$ cat src/rtl/core/pws_pkg.sv
// ----------------------------------------------------------------------------
// pws_pkg
// Shared types and constants of the position-specific window scorer.
// ----------------------------------------------------------------------------
package pws_pkg;

    localparam int MAX_ROWS       = 256;
    localparam int ALPHABET_SLOTS = 32;

    localparam int COL_AW   = $clog2(ALPHABET_SLOTS);
    localparam int ROW_AW   = (MAX_ROWS > 1) ? $clog2(MAX_ROWS) : 1;
    localparam int TBL_AW   = ROW_AW + COL_AW;
    localparam int TBL_DEPTH = MAX_ROWS * (2 ** COL_AW);
    localparam int CNT_W    = $clog2(MAX_ROWS + 1);

    // Opcodes carried in the input tuser field.
    localparam logic [1:0] OP_WRITE   = 2'd0;
    localparam logic [1:0] OP_SCORE   = 2'd1;
    localparam logic [1:0] OP_RESTART = 2'd2;

    // Configuration register indexes.
    localparam logic CFG_MOTIF_LENGTH = 1'b0;
    localparam logic CFG_SCORE_FLOOR  = 1'b1;

    localparam logic [8:0]         MOTIF_RESET = 9'd1;
    localparam logic signed [15:0] FLOOR_RESET = -16'sd32767;

    localparam logic signed [24:0] TOTAL_MAX = 25'sd8388607;
    localparam logic signed [24:0] TOTAL_MIN = -25'sd8388608;

    // Control of the accumulate stage.
    typedef struct packed {
        logic valid;
        logic score;
        logic restart;
        logic last;
        logic in_range;
    } t_s1_ctrl;

endpackage

$ cat src/rtl/core/pws_accum.sv
// ----------------------------------------------------------------------------
// pws_accum
// Window accumulators (saturating total, zero-reset local run and its best)
// and the result register of the window scorer.
// ----------------------------------------------------------------------------
module pws_accum (
    input  logic                   i_clk,
    input  logic                   i_rst_n,
    input  pws_pkg::t_s1_ctrl      i_ctrl,
    input  logic signed [15:0]     i_entry,
    output logic                   o_go,
    output logic                   o_m_tvalid,
    input  logic                   i_m_tready,
    // [23:0] window_total, [46:24] local_best, [47] zero
    output logic [47:0]            o_m_tdata
);
    import pws_pkg::*;

    logic signed [23:0] r_total, n_total;
    logic [22:0]        r_local, n_local;
    logic [22:0]        r_best, n_best;
    logic               r_out_valid;
    logic [46:0]        r_out_data;

    logic signed [24:0] entry_x;
    logic signed [24:0] sum_t;
    logic signed [24:0] sum_l;
    logic signed [23:0] tot_sat;
    logic [22:0]        loc_sat;
    logic [22:0]        best_upd;

    assign o_go = !r_out_valid || i_m_tready || !(i_ctrl.valid && i_ctrl.last);

    always_comb begin
        entry_x = i_ctrl.in_range ? 25'(i_entry) : 25'sd0;
        sum_t   = 25'(r_total) + entry_x;
        sum_l   = $signed({2'b00, r_local}) + entry_x;

        if (sum_t > TOTAL_MAX) begin
            tot_sat = TOTAL_MAX[23:0];
        end else if (sum_t < TOTAL_MIN) begin
            tot_sat = TOTAL_MIN[23:0];
        end else begin
            tot_sat = sum_t[23:0];
        end

        best_upd = r_best;
        if (sum_l[24]) begin
            loc_sat = '0;
        end else begin
            loc_sat = (sum_l > TOTAL_MAX) ? TOTAL_MAX[22:0] : sum_l[22:0];
            if (loc_sat > r_best) begin
                best_upd = loc_sat;
            end
        end

        n_total = r_total;
        n_local = r_local;
        n_best  = r_best;
        if (i_ctrl.valid && o_go) begin
            if (i_ctrl.restart || (i_ctrl.score && i_ctrl.last)) begin
                n_total = '0;
                n_local = '0;
                n_best  = '0;
            end else if (i_ctrl.score) begin
                n_total = tot_sat;
                n_local = loc_sat;
                n_best  = best_upd;
            end
        end
    end

    always_ff @(posedge i_clk) begin
        if (!i_rst_n) begin
            r_total     <= '0;
            r_local     <= '0;
            r_best      <= '0;
            r_out_valid <= 1'b0;
        end else begin
            r_total <= n_total;
            r_local <= n_local;
            r_best  <= n_best;
            if (i_ctrl.valid && i_ctrl.score && i_ctrl.last && o_go) begin
                r_out_valid <= 1'b1;
            end else if (i_m_tready) begin
                r_out_valid <= 1'b0;
            end
        end
    end

    always_ff @(posedge i_clk) begin
        if (i_ctrl.valid && i_ctrl.score && i_ctrl.last && o_go) begin
            r_out_data <= {best_upd, tot_sat};
        end
    end

    assign o_m_tvalid = r_out_valid;
    assign o_m_tdata  = {1'b0, r_out_data};

endmodule

$ cat config.mk
export PLATFORM = sky130hd
export DESIGN_NAME = pws_accum
export DESIGN_NICKNAME = d
export VERILOG_FILES = /design/src/rtl/core/pws_pkg.sv /design/src/rtl/core/pws_accum.sv
export SDC_FILE = /design/constraint.sdc
export NUM_CORES = 1
export LEC_CHECK = 0
export BUFFER_PORTS_ARGS = -buffer_cell sky130_fd_sc_hd__buf_2
export CORE_MARGIN = 1.5
export CORE_UTILIZATION = 60
export CTS_CLUSTER_SIZE = 10
export DETAILED_ROUTE_END_ITERATION = 6
export HOLD_SLACK_MARGIN = 0.1
export PLACE_DENSITY = 0.9
export SYNTH_ARGS = -nofsm -noshare
export SYNTH_HDL_FRONTEND = slang
export SYNTH_SLANG_ARGS = --single-unit
export TNS_END_PERCENT = 100
$ cat constraint.sdc
create_clock -name i_clk -period 9.8 [get_ports i_clk]
set_input_delay 0.98 -clock i_clk [delete_from_list [all_inputs] [get_ports i_clk]]
set_output_delay 0.98 -clock i_clk [all_outputs]
set_load 0.1 [all_outputs]
==> results.cfg <==
[detailed_routing]
detailedRoute.firstIterationViolations = 1256
drt_pre_antenna_iters = 7
num_vias = 9420
post-route-drc-count = 4
avgRoutedWirePerCell_um = 19.4
totalWireLength_mm = 26.6
antenna_violating_nets_post_route = 0
avgViaCountPerCell = 6.86

[finish]
flow.area_growth_from_synthesis_pct = 9.03
layout.cells.most_common_list = nor2_1, nand2_1, xnor2_1
fraction_of_final_layout_cells_with_drive_strength_greater_than_1 = 0.117
final-instance-count-excl-fill = 1374
multi_input_combinational_cell_area_um2 = 5840
finish.net_count = 1226
layout.cells.most_common = nor2_1
area.sequential_um2 = 2830
diodes = 0
fill_cells = 1218

[sta]
period_share = 0.724
fmax_mhz = 141
report.final.setup_viol = 0
setup-tns-final_ns = 0
finalMaxSlewViolations = 0
grt_setup_unrepaired = false
final.setup_skew_ns = 0.0102
tightestPinTransition_ns = 1.27
whs_ns = 0.462
slew-limit-headroom = 0.150
number_of_hold_slack_violations_in_the_final_timing_report = 0
period_needed_ns = 7.09

[clocking]
cts_buffers = 17
cts.reportedPaths.clkPinSlew_ns = 0.06
cts_setup_buffers = 0
cts.repair.resized = 0
hold_fix_buffer_count_after_cts = 0
htree_levels = 4
clk_latency_ns = 0.44
number_of_clock_sinks = 118
tritoncts = done
clock-root-buffer = clkbuf_16
cts_max_path_buffers = 2

[floorplanning]
ioPinCount = 74
core_area_um2 = 15200
chipWidth_um = 128
dieArea_um2 = 16300
row_count = 45
start_util = 0.614
fp.dieH_um = 128

[critical_path]
cp.required_ns = 10.16
critical-path-max-stage-delay_ns = 0.80
timing.critical_path.from_type = primary input
timing.critical_path.to_type = flop
critPathMaxFanout = 46
critical_path_cell_sequence = buf_2, buf_4, and2_1, ha_1, ha_1, a221oi_1, o32ai_1, nand2_1, o32ai_2, a221oi_2, nor2_1, mux2i_2, buf_4, nand3_1, ha_1, nand4_1, nor4_1, o21ai_0, a21oi_1, a211oi_1, or2_2, nor2_4, nand2_1, o211ai_1
timing.critical_path.arrival_ns = 7.45
cell_occurring_most_often_along_the_worst_timing_path = ha_1
critical_path_s_slowest_cell = nor2_4
startpoint_to_endpoint_class_of_the_critical_path = primary input to flop

[pwr]
internal_power_mw = 1.00
vdd_drop_max_mv = 0.129
power.sequential.fraction = 0.368
pwr_density_nw_per_um2 = 143
power_leakage_nw = 3.79
power.net_switching_mw = 0.459
power_frac_comb = 0.196
netSwitchingFraction = 0.314
power.clock.fraction = 0.436

[synth]
synth_top_flop_cell = dfxtp_1
post_synthesis_async_set_or_reset_flop_share = 0
netlist_instances = 1172
synth_warnings = 0
syn_avg_cell_area_um2 = 7.97
unique_masters_post_synth = 87
number_of_synthesized_flops_with_an_enable_pin = 47
synth.ff_latch_count = 118
synth_area_leader_cell = dfxtp_1
yosysSeqAreaShare = 0.303
syn_area_um2 = 9340
netlist_top_cells_area = dfxtp_1, edfxtp_1, xnor2_1, nor2_1, nand2_1
synth_top_area_share = 0.152
mappedNetlistNets = 1225

[outcome]
run_status = complete, but fails checks
violations = DRC

[place]
dpl.hpwl_mm = 18.4
gpl.final_weighted_congestion = 0.949
post-place-cells = 1342
numPortBuffers = 72

[global_routing]
vias_in_the_first_global_route = 8349
grt_first_pass_wirelength_mm = 41.9
grt_start_max_net_pins = 59
grtUsageTotal = 0.321
gr-total-overflow = 0
grt_antenna_before_repair = 0

[min_path]
min-delay-path-class = flop to flop

[job]
max_cap_violations = 0
layout make-up:
cell class / instances / area share
Timing Repair Buffer: 81 / 0.0420
Inverter: 65 / 0.0240
Tap cell: 188 / 0.0231
Sequential cell: 118 / 0.278
Clock inverter: 13 / 0.0141
Clock buffer: 19 / 0.0446
Multi-Input combinational cell: 890 / 0.574
through the flow:
step / instance area, um^2 / util / power, mW / setup slack, ns
final: 10200 / 0.670 / 1.46 / 2.71
after global placement: 9580 / 0.630 / 0.816 / 2.60
after CTS: 10200 / 0.670 / 1.45 / 2.91
after global routing: 10200 / 0.670 / 1.50 / 2.26
after floorplan: 9340 / - / 0.769 / 2.80
after detailed placement: 9580 / 0.630 / 0.824 / 2.47
power by group through the flow:
stage	sequential (mW)	combinational, mW	clock [mW]
2_1_floorplan	0.600	0.169	0
3_3_place_gp	0.547	0.269	0
3_5_place_dp	0.547	0.277	0
4_1_cts	0.537	0.280	0.637
5_1_grt	0.538	0.304	0.657
6_report	0.537	0.285	0.637
sequential cells by signal (all words and copies together), names as in the netlist:
register,cells
o_m_tvalid,1
r_local,23
r_total,24
r_out_data,47
r_best,23
kinds of logic (layout without fill, tap and decap cells):
group | after synthesis | in the layout | share of synthesized area
buf+inv | 164 | 178 | 0.0721
mux | 7 | 7 | 0.00804
flops | 118 | 118 | 0.303
fa+ha+maj | 44 | 44 | 0.0553
compound gates | 387 | 387 | 0.291
xor+xnor | 85 | 85 | 0.0797
other cells | 1 | 1 | 0.000402
simple gates | 366 | 366 | 0.190
cells in the mapped netlist, types with 7 or more instances:
cell type / n
a211oi_1: 12
a21o_1: 10
a21oi_1: 60
a22o_1: 36
a22oi_1: 7
a2bb2oi_1: 7
a31oi_1: 31
a32oi_1: 12
and2_1: 11
and3_1: 7
buf_1: 8
buf_2: 28
clkbuf_1: 58
dfxtp_1: 71
edfxtp_1: 47
ha_1: 29
inv_1: 64
maj3_1: 12
nand2_1: 101
nand2b_1: 23
nand3_1: 32
nand4_1: 13
nor2_1: 111
nor3_1: 18
nor4_1: 9
o211ai_1: 20
o21a_1: 10
o21ai_0: 59
o21ai_1: 13
o22ai_1: 33
o31ai_1: 10
o32ai_1: 8
xnor2_1: 75
xor2_1: 10
worst max-delay path, delay by kind of cell:
kind / cells / cell delay [ns]
muxes: 1 / 0.17
adders and majority gates: 3 / 0.90
AOI/OAI and AO/OA: 8 / 1.78
and+or+nand+nor: 9 / 2.82
buffers and inverters: 3 / 0.77
metal layers:
metal	wire length (um)	part of all wire	GRT usage
met1	10900	0.41	0.418
met2	12400	0.46	0.520
met3	2330	0.087	0.0547
met4	1050	0.039	0.155
met5	0	0	0
path summary, 6_finish.rpt:
path / from / depth (start not counted) / slack, ns / end
hold reg to reg: r_total[0] / 2 / 0.46 / r_total[0]
hold / removal: r_total[0] / 2 / 0.46 / r_total[0]
setup / recovery: i_ctrl[0] / 24 / 2.71 / r_best[22]
setup reg to reg: r_local[6] / 19 / 3.46 / r_best[22]
(Power assumes the default switching activity.)
